File: config.mk
export PLATFORM = sky130hd
export DESIGN_NAME = bmp_pixel_stream_decoder_core
export DESIGN_NICKNAME = d
export VERILOG_FILES = /design/src/design/bmpd_pkg.sv /design/src/design/bmpd_parser.sv /design/src/design/bmp_pixel_stream_decoder_core.sv
export SDC_FILE = /design/constraint.sdc
export NUM_CORES = 1
export LEC_CHECK = 0
export BUFFER_PORTS_ARGS = -buffer_cell sky130_fd_sc_hd__buf_4
export CAP_MARGIN = 20
export CORE_MARGIN = 4
export CORE_UTILIZATION = 30
export CTS_BUF_LIST = sky130_fd_sc_hd__clkbuf_8
export DETAILED_ROUTE_END_ITERATION = 16
export GPL_TIMING_DRIVEN = 0
export PLACE_DENSITY_LB_ADDON = 0.1
export RECOVER_POWER = 25
export SLEW_MARGIN = 20
export SYNTH_ARGS = -nofsm -noshare
export SYNTH_HDL_FRONTEND = slang
export SYNTH_SLANG_ARGS = --single-unit
File: constraint.sdc
create_clock -name clk_i -period 8.7 [get_ports clk_i]
set_clock_uncertainty 0.1 [all_clocks]
set_input_delay 1.305 -clock clk_i [delete_from_list [all_inputs] [get_ports clk_i]]
set_output_delay 1.305 -clock clk_i [all_outputs]
set_load 0.005 [all_outputs]
File: src/design/bmpd_pkg.sv
// ---------------------------------------------------------------------------
// bmpd_pkg: shared types and constants of the bitmap pixel stream decoder
// Holds the parser phase encoding, result status codes, header byte
// positions and the result struct passed from the parser to the output stage.
// ---------------------------------------------------------------------------
package bmpd_pkg;

  // default image size limits
  localparam int MAX_WIDTH_DEF  = 4096;
  localparam int MAX_HEIGHT_DEF = 4096;

  // header field byte positions
  localparam logic [31:0] POS_SIG_B     = 32'd0;
  localparam logic [31:0] POS_SIG_M     = 32'd1;
  localparam logic [31:0] POS_OFFSET_LO = 32'd10;
  localparam logic [31:0] POS_OFFSET_HI = 32'd13;
  localparam logic [31:0] POS_WIDTH_LO  = 32'd18;
  localparam logic [31:0] POS_WIDTH_HI  = 32'd21;
  localparam logic [31:0] POS_HEIGHT_LO = 32'd22;
  localparam logic [31:0] POS_HEIGHT_HI = 32'd25;
  localparam logic [31:0] POS_DEPTH_LO  = 32'd28;
  localparam logic [31:0] POS_DEPTH_HI  = 32'd29;
  localparam logic [31:0] HDR_BYTES     = 32'd30;

  // signature and pixel format constants
  localparam logic [7:0]  SIG_B        = 8'h42;
  localparam logic [7:0]  SIG_M        = 8'h4D;
  localparam logic [15:0] DEPTH_24     = 16'd24;
  localparam logic [15:0] DEPTH_32     = 16'd32;
  localparam logic [7:0]  ALPHA_OPAQUE = 8'hFF;

  // parser phases
  typedef enum logic [2:0] {
    PH_HEADER = 3'd0,
    PH_SKIP   = 3'd1,
    PH_PIXELS = 3'd2,
    PH_PAD    = 3'd3,
    PH_DONE   = 3'd4,
    PH_ERROR  = 3'd5
  } phase_e;

  // result status codes
  typedef enum logic [2:0] {
    ST_PIXEL      = 3'd0,
    ST_BAD_SIG    = 3'd1,
    ST_BAD_DEPTH  = 3'd2,
    ST_BAD_OFFSET = 3'd3,
    ST_TOO_LARGE  = 3'd4
  } status_e;

  // one result from the parser
  typedef struct packed {
    logic        valid;
    status_e     status;
    logic [23:0] index;
    logic [31:0] value;
    logic        last;
  } result_t;

endpackage

File: src/design/bmpd_parser.sv
// ---------------------------------------------------------------------------
// bmpd_parser: header parser and pixel assembler
// Keeps the parse state, updates it once per accepted byte and presents the
// result, if any, that the byte causes as a combinational result struct.
// ---------------------------------------------------------------------------
module bmpd_parser
  import bmpd_pkg::*;
#(
  parameter int MAX_WIDTH  = MAX_WIDTH_DEF,
  parameter int MAX_HEIGHT = MAX_HEIGHT_DEF
) (
  input  logic       clk_i,
  input  logic       rst_ni,
  input  logic       accept_i,
  input  logic [7:0] stream_byte_i,
  input  logic       first_byte_i,
  output result_t    result_o
);

  phase_e      phase_q, phase_d, cur_phase;
  logic [31:0] pos_q, pos_d, cur_pos;
  logic [31:0] offset_q, offset_d, cur_offset;
  logic [12:0] width_q, width_d, cur_width;
  logic [12:0] height_q, height_d, cur_height;
  logic        four_q, four_d, cur_four;
  logic [12:0] col_q, col_d, cur_col;
  logic [12:0] row_q, row_d, cur_row;
  logic [1:0]  chpos_q, chpos_d, cur_chpos;
  logic [23:0] gath_q, gath_d, cur_gath;
  logic [1:0]  pad_q, pad_d, cur_pad;
  logic [23:0] base_q, base_d, cur_base;
  logic [15:0] depth_q, depth_d, cur_depth;
  logic        ovf_q, ovf_d, cur_ovf;

  logic [1:0]  fld_k;
  logic [25:0] base_prod;
  logic [13:0] col_inc;
  logic [13:0] row_inc;
  logic [1:0]  last_ch;
  result_t     res;

  // full 26-bit product of (height-1)*width; its low 24 bits give the row base
  assign base_prod = {13'd0, cur_height - 13'd1} * {13'd0, cur_width};

  // byte index inside a 4-byte header field; the offset, width and height fields start at 2 mod 4
  assign fld_k = 2'(cur_pos[1:0] - 2'd2);

  assign col_inc = {1'b0, cur_col} + 14'd1;
  assign row_inc = {1'b0, cur_row} + 14'd1;
  assign last_ch = cur_four ? 2'd3 : 2'd2;

  // next state and result for one byte
  always_comb begin
    // a start mark restarts the parser on this very byte
    if (first_byte_i) begin
      cur_phase  = PH_HEADER;
      cur_pos    = '0;
      cur_offset = '0;
      cur_width  = '0;
      cur_height = '0;
      cur_four   = 1'b0;
      cur_col    = '0;
      cur_row    = '0;
      cur_chpos  = '0;
      cur_gath   = '0;
      cur_pad    = '0;
      cur_base   = '0;
      cur_depth  = '0;
      cur_ovf    = 1'b0;
    end else begin
      cur_phase  = phase_q;
      cur_pos    = pos_q;
      cur_offset = offset_q;
      cur_width  = width_q;
      cur_height = height_q;
      cur_four   = four_q;
      cur_col    = col_q;
      cur_row    = row_q;
      cur_chpos  = chpos_q;
      cur_gath   = gath_q;
      cur_pad    = pad_q;
      cur_base   = base_q;
      cur_depth  = depth_q;
      cur_ovf    = ovf_q;
    end

    phase_d  = cur_phase;
    pos_d    = cur_pos;
    offset_d = cur_offset;
    width_d  = cur_width;
    height_d = cur_height;
    four_d   = cur_four;
    col_d    = cur_col;
    row_d    = cur_row;
    chpos_d  = cur_chpos;
    gath_d   = cur_gath;
    pad_d    = cur_pad;
    base_d   = cur_base;
    depth_d  = cur_depth;
    ovf_d    = cur_ovf;

    res        = '0;
    res.status = ST_PIXEL;

    case (cur_phase)
      PH_HEADER: begin
        if ((cur_pos == POS_SIG_B && stream_byte_i != SIG_B) ||
            (cur_pos == POS_SIG_M && stream_byte_i != SIG_M)) begin
          phase_d    = PH_ERROR;
          res.valid  = 1'b1;
          res.status = ST_BAD_SIG;
        end else begin
          // collect header fields
          if (cur_pos >= POS_OFFSET_LO && cur_pos <= POS_OFFSET_HI) begin
            offset_d = cur_offset | (32'(stream_byte_i) << {fld_k, 3'b000});
          end else if (cur_pos >= POS_WIDTH_LO && cur_pos <= POS_WIDTH_HI) begin
            case (fld_k)
              2'd0: width_d = {cur_width[12:8], stream_byte_i};
              2'd1: begin
                width_d = {stream_byte_i[4:0], cur_width[7:0]};
                if (stream_byte_i[7:5] != 3'd0) ovf_d = 1'b1;
              end
              default: if (stream_byte_i != 8'd0) ovf_d = 1'b1;
            endcase
          end else if (cur_pos >= POS_HEIGHT_LO && cur_pos <= POS_HEIGHT_HI) begin
            case (fld_k)
              2'd0: height_d = {cur_height[12:8], stream_byte_i};
              2'd1: begin
                height_d = {stream_byte_i[4:0], cur_height[7:0]};
                if (stream_byte_i[7:5] != 3'd0) ovf_d = 1'b1;
              end
              default: if (stream_byte_i != 8'd0) ovf_d = 1'b1;
            endcase
          end else if (cur_pos == POS_DEPTH_LO) begin
            depth_d = {cur_depth[15:8], stream_byte_i};
          end else if (cur_pos == POS_DEPTH_HI) begin
            depth_d = {stream_byte_i, cur_depth[7:0]};
          end

          pos_d = cur_pos + 32'd1;

          // header checks on the last header byte
          if (cur_pos == POS_DEPTH_HI) begin
            if (depth_d != DEPTH_24 && depth_d != DEPTH_32) begin
              phase_d    = PH_ERROR;
              res.valid  = 1'b1;
              res.status = ST_BAD_DEPTH;
            end else if (cur_offset < HDR_BYTES) begin
              phase_d    = PH_ERROR;
              res.valid  = 1'b1;
              res.status = ST_BAD_OFFSET;
            end else if (cur_ovf || cur_width > 13'(MAX_WIDTH) ||
                         cur_height > 13'(MAX_HEIGHT)) begin
              phase_d    = PH_ERROR;
              res.valid  = 1'b1;
              res.status = ST_TOO_LARGE;
            end else begin
              four_d  = (depth_d == DEPTH_32);
              col_d   = '0;
              row_d   = '0;
              chpos_d = '0;
              gath_d  = '0;
              pad_d   = '0;
              if (cur_width == 13'd0 || cur_height == 13'd0) begin
                phase_d = PH_DONE;
              end else begin
                base_d  = base_prod[23:0];
                phase_d = (pos_d == cur_offset) ? PH_PIXELS : PH_SKIP;
              end
            end
          end
        end
      end

      PH_SKIP: begin
        pos_d = cur_pos + 32'd1;
        if (pos_d == cur_offset) phase_d = PH_PIXELS;
      end

      PH_PIXELS: begin
        if (cur_chpos < last_ch) begin
          // gather blue, green and, for 32-bit pixels, red
          case (cur_chpos)
            2'd0:    gath_d = {cur_gath[23:8], cur_gath[7:0] | stream_byte_i};
            2'd1:    gath_d = {cur_gath[23:16], cur_gath[15:8] | stream_byte_i,
                               cur_gath[7:0]};
            default: gath_d = {cur_gath[23:16] | stream_byte_i, cur_gath[15:0]};
          endcase
          chpos_d = cur_chpos + 2'd1;
        end else begin
          // final byte of a pixel
          res.valid = 1'b1;
          if (cur_four) begin
            res.value = {stream_byte_i, cur_gath};
          end else begin
            res.value = {ALPHA_OPAQUE, cur_gath[23:16] | stream_byte_i, cur_gath[15:0]};
          end
          res.index = cur_base + {11'd0, cur_col};
          chpos_d   = '0;
          gath_d    = '0;
          if (col_inc < {1'b0, cur_width}) begin
            col_d = col_inc[12:0];
          end else begin
            col_d = '0;
            if (row_inc >= {1'b0, cur_height}) begin
              res.last = 1'b1;
              phase_d  = PH_DONE;
            end else begin
              row_d  = row_inc[12:0];
              base_d = cur_base - {11'd0, cur_width};
              pad_d  = cur_four ? 2'd0 : cur_width[1:0];
              if (pad_d != 2'd0) phase_d = PH_PAD;
            end
          end
        end
      end

      PH_PAD: begin
        pad_d = cur_pad - 2'd1;
        if (pad_d == 2'd0) phase_d = PH_PIXELS;
      end

      default: begin
      end
    endcase
  end

  assign result_o = res;

  // parse state
  always_ff @(posedge clk_i or negedge rst_ni) begin
    if (!rst_ni) begin
      phase_q  <= PH_HEADER;
      pos_q    <= '0;
      offset_q <= '0;
      width_q  <= '0;
      height_q <= '0;
      four_q   <= 1'b0;
      col_q    <= '0;
      row_q    <= '0;
      chpos_q  <= '0;
      gath_q   <= '0;
      pad_q    <= '0;
      base_q   <= '0;
      depth_q  <= '0;
      ovf_q    <= 1'b0;
    end else if (accept_i) begin
      phase_q  <= phase_d;
      pos_q    <= pos_d;
      offset_q <= offset_d;
      width_q  <= width_d;
      height_q <= height_d;
      four_q   <= four_d;
      col_q    <= col_d;
      row_q    <= row_d;
      chpos_q  <= chpos_d;
      gath_q   <= gath_d;
      pad_q    <= pad_d;
      base_q   <= base_d;
      depth_q  <= depth_d;
      ovf_q    <= ovf_d;
    end
  end

  // pixels come only out of the pixel phase
  a_pixel_phase: assert property (@(posedge clk_i) disable iff (!rst_ni)
    (accept_i && res.valid && res.status == ST_PIXEL) |-> cur_phase == PH_PIXELS)
    else $error("pixel result outside pixel phase");

  // an error result parks the parser
  a_error_parks: assert property (@(posedge clk_i) disable iff (!rst_ni)
    (accept_i && res.valid && res.status != ST_PIXEL) |=> phase_q == PH_ERROR)
    else $error("error result did not park the parser");

  // a fourth channel byte exists only for 32-bit pixels
  a_chpos_alpha: assert property (@(posedge clk_i) disable iff (!rst_ni)
    (chpos_q == 2'd3) |-> four_q)
    else $error("alpha channel position in a 24-bit image");

endmodule

File: src/design/bmp_pixel_stream_decoder_core.sv
// ---------------------------------------------------------------------------
// bmp_pixel_stream_decoder_core: uncompressed 24/32-bit bitmap decoder
// Parses a bitmap file one byte per cycle unless stalled; emits packed pixels
// with top-down destination index, or a single error status per bad file.
// ---------------------------------------------------------------------------
// Usage:
//   Input channel: stream_byte_i with first_byte_i marking byte 0 of a new
//   file, moved under in_valid_i / in_stall_o. A request is taken at an edge
//   with in_valid_i high and in_stall_o low.
//   Output channel: status_o, pixel_index_o, pixel_value_o, last_pixel_o
//   under out_valid_o / out_stall_i. Skip and pad bytes, header bytes that
//   reveal no error, and every byte after an error or after the last pixel
//   give no output request; a result is registered as its byte is taken.
//   Throughput: one byte per cycle when not stalled; the parse state is updated
//   by a single pass of logic per byte, with one 13x13 multiply for the first
//   row base. When the receiver stalls, a result waits in the output register
//   and one more result can be held in a skid register; in_stall_o rises only
//   while the skid register is full, so header bytes keep flowing meanwhile.
//   Reset: the parser sits in the header phase at byte 0 and both output
//   registers are empty; no clearing pass is needed.
// ---------------------------------------------------------------------------
module bmp_pixel_stream_decoder_core
  import bmpd_pkg::*;
#(
  parameter int MAX_WIDTH  = MAX_WIDTH_DEF,
  parameter int MAX_HEIGHT = MAX_HEIGHT_DEF
) (
  input  logic        clk_i,
  input  logic        rst_ni,
  input  logic        in_valid_i,
  output logic        in_stall_o,
  input  logic [7:0]  stream_byte_i,
  input  logic        first_byte_i,
  output logic        out_valid_o,
  input  logic        out_stall_i,
  output logic [2:0]  status_o,
  output logic [23:0] pixel_index_o,
  output logic [31:0] pixel_value_o,
  output logic        last_pixel_o
);

  logic    in_accept;
  logic    out_free;
  logic    new_res;
  result_t res;
  result_t out_q;
  result_t skid_q;
  logic    out_valid_q;
  logic    skid_valid_q;

  assign in_stall_o = skid_valid_q;
  assign in_accept  = in_valid_i && !skid_valid_q;

  // parser
  bmpd_parser #(
    .MAX_WIDTH  (MAX_WIDTH),
    .MAX_HEIGHT (MAX_HEIGHT)
  ) u_parser (
    .clk_i         (clk_i),
    .rst_ni        (rst_ni),
    .accept_i      (in_accept),
    .stream_byte_i (stream_byte_i),
    .first_byte_i  (first_byte_i),
    .result_o      (res)
  );

  assign new_res  = in_accept && res.valid;
  assign out_free = !out_valid_q || !out_stall_i;

  // output register and skid control
  always_ff @(posedge clk_i or negedge rst_ni) begin
    if (!rst_ni) begin
      out_valid_q  <= 1'b0;
      skid_valid_q <= 1'b0;
    end else if (out_free) begin
      if (skid_valid_q) begin
        out_valid_q  <= 1'b1;
        skid_valid_q <= new_res;
      end else begin
        out_valid_q  <= new_res;
      end
    end else if (new_res) begin
      skid_valid_q <= 1'b1;
    end
  end

  // output and skid payload
  always_ff @(posedge clk_i) begin
    if (out_free) begin
      if (skid_valid_q) begin
        out_q <= skid_q;
        if (new_res) skid_q <= res;
      end else if (new_res) begin
        out_q <= res;
      end
    end else if (new_res) begin
      skid_q <= res;
    end
  end

  assign out_valid_o   = out_valid_q;
  assign status_o      = out_q.status;
  assign pixel_index_o = out_q.index;
  assign pixel_value_o = out_q.value;
  assign last_pixel_o  = out_q.last;

  // the skid register holds data only behind a full output register
  a_skid_behind_out: assert property (@(posedge clk_i) disable iff (!rst_ni)
    skid_valid_q |-> out_valid_q)
    else $error("skid register full with empty output register");

  // the skid register fills only while the output is stalled
  a_skid_fill: assert property (@(posedge clk_i) disable iff (!rst_ni)
    (!skid_valid_q && new_res && out_valid_q && out_stall_i) |=> skid_valid_q)
    else $error("stalled result not caught by skid register");

  // a stalled output request holds still
  a_out_hold: assert property (@(posedge clk_i) disable iff (!rst_ni)
    (out_valid_q && out_stall_i) |=> (out_valid_q && $stable(out_q)))
    else $error("stalled output request changed");

endmodule
# --- After elaboration in Yosys (flattened, before gate mapping) ---
# Index checks and enable logic that the tools add are counted.
totals:
  regBits: 312
  inputBits: 13
  output_inout_bits: 62
  wordCells: 238
op_classes:
  n_addsub: 9
  multipliers: 1
  order_cmp: 12
  eq_ne: 15
  n_shift: 1
  mux: 142
  bitwise: 4
  n_reduce_logical: 29
ops:
  columns: ["operator", "n"]
  rows:
  - ["$mux 24", 17]
  - ["$mux 13", 28]
  - ["$mux 32", 7]
  - ["$mux 61", 3]
  - ["$mux 16", 10]
  - ["$pmux 24 s2", 3]
  - ["$mux 60", 2]
  - ["$mux 57", 2]
  - ["$pmux 13 s2", 4]
  - ["$eq 32x5->1 const B", 2]
  - ["$ge 32x5->1 const B", 2]
  - ["$le 32x5->1 const B", 2]
  - ["$pmux 32 s2", 1]
  - ["$mux 3", 14]
  - ["$mux 2", 18]
  - ["$add 32x1->32 const B", 1]
  - ["$eq 32x1->1 const B", 1]
  - ["$eq 32x32->1", 1]
  - ["$ge 32x4->1 const B", 1]
  - ["$le 32x4->1 const B", 1]
  - ["$logic_not 32->1", 1]
  - ["$lt 32x5->1 const B", 1]
  - ["$or 32x32->32", 1]
  - ["$shl 8x5->32", 1]
  - ["37 further kinds", 89]

# --- Longest topological paths before layout ---
logic_depth:
  word_depth: 19
  mapped_depth: 29
  depth_no_buf: 25

# --- Modules after synthesis ---
# From an unflattened synthesis, not the netlist that was laid out.
unflattened:
  hier_cells: 2578
  area_unflattened_um2: 24373.4
modules_own_cells:
  columns: ["module", "instances", "cells_each", "area_per_inst_um2", "seq_area_each_um2"]
  rows:
  - ["bmpd_parser", 1, 2382, 19707.7, 4729.5]
  - ["bmp_pixel_stream_decoder_core", 1, 196, 4665.7, 3653.5]

# --- Worst setup path after synthesis ---
# OpenSTA, ideal clock, no wires.
synth_path:
  path_type: "input-to-reg"
  start: "in first_byte_i"
  end: "reg skid_q[0] (netlist name) (enable)"
  setup_time_ns: 0.564
  t_arrival_ns: 7.754
  setup_slack_ns: 0.282
  path_stages: 14
  n_path_buf: 4
  path_cell_list: "buf_4 > inv_1 > buf_2 > clkbuf_1 > nand2_1 > ha_1 > nand2_1 > or3_1 > buf_6 > mux2i_4 > nand3_1 > a21oi_1 > o21ai_0 > nor3b_1"
synth_rtl:
  columns: ["element", "line", "source"]
  rows:
  - ["start: declaration", "bmp_pixel_stream_decoder_core.sv:33", "input logic first_byte_i,"]
  - ["end signal: assignment", "bmp_pixel_stream_decoder_core.sv:92", "if (new_res) skid_q <= res;"]
  - ["end signal: assignment", "bmp_pixel_stream_decoder_core.sv:97", "skid_q <= res;"]
  - ["end: declaration", "bmp_pixel_stream_decoder_core.sv:47", "result_t skid_q;"]

# --- Worst setup path after layout ---
layout_path:
  start: "in first_byte_i"
  end: "reg u_parser.base_q[23]"
layout_via:
  elab_chain_len: 15
  elab_cells_between_ends: 67
layout_lines:
  columns: ["element", "line", "source"]
  rows:
  - ["branches (longest 14 deep; another with $mul 13x13->24)", null, null]
  - ["$pmux 24 s2 *", "bmpd_parser.sv:105", "case (cur_phase)"]
  - ["end signal: assignment", "bmpd_parser.sv:259", "base_q <= base_d;"]
  - ["end: declaration", "bmpd_parser.sv:31", "logic [23:0] base_q, base_d, cur_base;"]
# Mark *: on every way between the ends. The select of a mux whose other input is x is not followed.
# A chain may end at the register's enable or synchronous reset.

==> summary.txt <==
Run status
  – Outcome: finished with violations
  – Violated checks: max-capacitance violations, max-slew violations

Synthesis
  – Yosys warnings: 0
  – Synth Area per Inst: 9.29 µm²
  – Net Count, Synth: 2848
  – Top-count cell post-synth: nor2_1
  – Cell variety after synth: 93
  – Post-synthesis sequential area ratio: 34.8%
  – Share of the synthesized area in the top cell type: 19.8%
  – Synthesized area: 24100 µm²
  – Async S/R FF share, synth: 61.4%
  – Post-synth EDFFs: 120
  – Top FF cell, synth: dfrtp_1
  – Synth area leader: dfrtp_1
  – #FFs+latches synth: 311
  – Synth area leaders: dfrtp_1, edfxtp_1, fa_1
  – Synth cell count leaders: nor2_1, nand2_1, inv_1
  – Syn Inst Count: 2593

Setup path
  – Largest delay contributor family on the critical path: adder cells
  – CP max FO: 19
  – WP data arrival: 8880 ps
  – Startpoint Class: input pin
  – CP bufs+invs: 10
  – Critical-path top delay cell: fa_1
  – CP dominant cell by count: fa_1
  – CP Class: input pin to register
  – Crit-path max cell delay: 540 ps
  – Critical Path Sink Type: register
  – WP data required: 9140 ps

Routing
  – Drt pass-1 iters: 6
  – Routed WL per cell: 24.1 µm
  – WL final: 92.2 mm
  – # DRC: 0
  – Routed Antenna Nets: 0
  – DRT iter0 DRCs: 1687
  – Vias: 20600
  – Via/cell ratio: 5.40

Power
  – Leak Pwr: 11.9 nW
  – Pwr/cell area: 145 nW/µm²
  – Worst IR Drop VDD: 0.0876 mV
  – Total power: 0.00398 W

STA
  – Max frequency: 0.118 GHz
  – Crit share post-route: 97.0%
  – Worst hold slack: 398 ps
  – Rel. slew slack: -248%
  – Worst Max-Slew Pin Slew: 5220 ps
  – Final Setup Violations: 0
  – Final max-slew violation count: 196
  – Min cycle time layout: 8440 ps
  – Hold Fails Final Rpt: 0

Placed design
  – DP HPWL: 71.0 mm
  – PortBufs: 70
  – Inst Count DP: 3723
  – Gpl congestion: 0.943

GRT
  – Vias in the first global route: 20800
  – Initial antenna violation count: 3
  – GRT Util Overall: 21.3%
  – First-pass GRT wire length: 138 mm
  – Overflow after GRT: 0
  – Largest net degree at the start of global routing: 84

Floorplanning
  – Initial Util: 30.4%
  – Area of the die: 84900 µm²
  – Die Y: 291 µm
  – I/O pin total: 75
  – Rows: 103
  – Core ar.: 79300 µm²
  – Die Width: 291 µm

Layout
  – Layout cells sized above 1: 10.8%
  – Final Non-Filler Cells: 3818
  – Final nets: 2978
  – Area delta synth->final: 14.1%

CTS
  – H-tree levels: 2
  – Clock transition at path regs: 50 ps
  – CTS Sinks: 311
  – Root Buffer: clkbuf_8
  – Hold-fix buffers, CTS: 0
  – Num CTS Buffers: 57
  – Clock Tree Buf Depth: 3
  – CTS tree: yes
  – Worst-Skew Late Latency: 710 ps

Job
  – Max Cap Viol: 3

Worst hold path
  – Hold Crit Class: register to register
[layout make-up]
cell class	count	area [µm²]
antenna	1	2.50
buffer	145	723
clock buffer	62	853
clock inverter	41	423
fill	8193	51800
inverter	200	766
multi-input combinational	1928	14400
sequential	311	8380
tap	1050	1310
timing repair buffer	80	633
[repair_timing]
item | 4_1_cts | 5_1_grt
gates resized for setup | 41 | 23
setup endpoints to repair | 42 | 6
buffers inserted | 0 | 0
pin swaps | 0 | 0
[where the power goes]
group	leakage [nW]	total, W	internal (W)	switching [W]
Combinational	7.51	0.000710	0.000208	0.000502
Clock	0.674	0.00161	0.000904	0.000705
Sequential	3.77	0.00167	0.00162	0.0000429
[state kept, by name, indices dropped and copies added, names as in the netlist, 3 cells and up]
signal and cells:
u_parser.phase_q 3, u_parser.gath_q 24, u_parser.col_q 13, u_parser.offset_q 32
pixel_value_o 32, u_parser.pos_q 32, skid_q 60, u_parser.row_q 13
u_parser.height_q 13, status_o 3, u_parser.base_q 24, u_parser.depth_q 16
pixel_index_o 24, u_parser.width_q 13
[through the flow]
step | util, % | setup WS, ps | TNS (ps) | area, µm²
6_report | 34.7 | 261 | 0 | 27500
5_1_grt | 34.7 | -18.3 | -18.3 | 27500
3_3_place_gp | 32.7 | -4050 | -419540 | 25900
2_1_floorplan | - | 282 | 0 | 24100
4_1_cts | 34.7 | 14.5 | 0 | 27500
3_5_place_dp | 33.0 | -3430 | -82960 | 26100
[logic make-up after synthesis]
family	after synthesis	share of synthesized area, %
simple gates	933	19.1
compound gates	572	16.7
buf+inv	354	5.91
flops	311	34.8
fa+ha+maj	243	16.4
xor+xnor	117	4.25
mux	63	2.85
[final timing paths]
path,start,end,slack [ps],depth (start not counted)
setup / recovery,first_byte_i,u_parser.base_q[23],260,27
hold / removal,u_parser.base_q[6],u_parser.base_q[6],400,1
setup reg to reg,u_parser.height_q[0],u_parser.base_q[23],640,27
hold reg to reg,u_parser.base_q[6],u_parser.base_q[6],400,1
max in group asynchronous,rst_ni,u_parser.col_q[12],1720,2
min in group asynchronous,rst_ni,u_parser.pos_q[16],940,1
[worst register-to-register path, stage by stage, from the launching register on]
cell and delay (ps):
dfrtp_1 360, clkbuf_1 310, nor3_1 480, nand2b_1 120
or3_1 390, o21ai_0 270, and3_1 220, clkbuf_1 380
nor2_1 140, fa_1 520, inv_1 60, fa_1 550
inv_1 60, fa_1 470, fa_1 500, inv_1 60
fa_1 530, inv_1 40, ha_1 270, nor4_1 300
o21ai_1 220, nand2_1 130, a21oi_2 100, a31o_2 290
a211oi_1 410, o31ai_2 150, xnor2_2 210, a211o_1 280
[per-layer routing]
metal / GRT usage [%] / vias up / part of all wire [%]
met5: 0 / - / 0
met4: 5.11 / 0 / 2.4
met3: 2.52 / 122 / 5.2
met2: 34.5 / 625 / 46
met1: 30.4 / 10400 / 47
li1: - / 9447 / -
[layout by cell type (no fill, tap or decap), drive strengths merged, types with 19 or more instances in the layout]
cell type / count
nor3: 49
o31ai: 47
and3: 48
buf: 117
mux2: 35
nor2: 272
ha: 120
dfrtp: 191
nor2b: 57
nand2: 264
fa: 122
mux2i: 28
inv: 204
clkbuf: 169
nor4: 31
nand4: 37
xnor2: 63
xor2: 54
a21oi: 89
a21o: 19
edfxtp: 120
o21ai: 137
a22o: 130
nand3: 62
clkinv: 27
nand2b: 26
No activity file was read; power rests on OpenSTA's default activity.
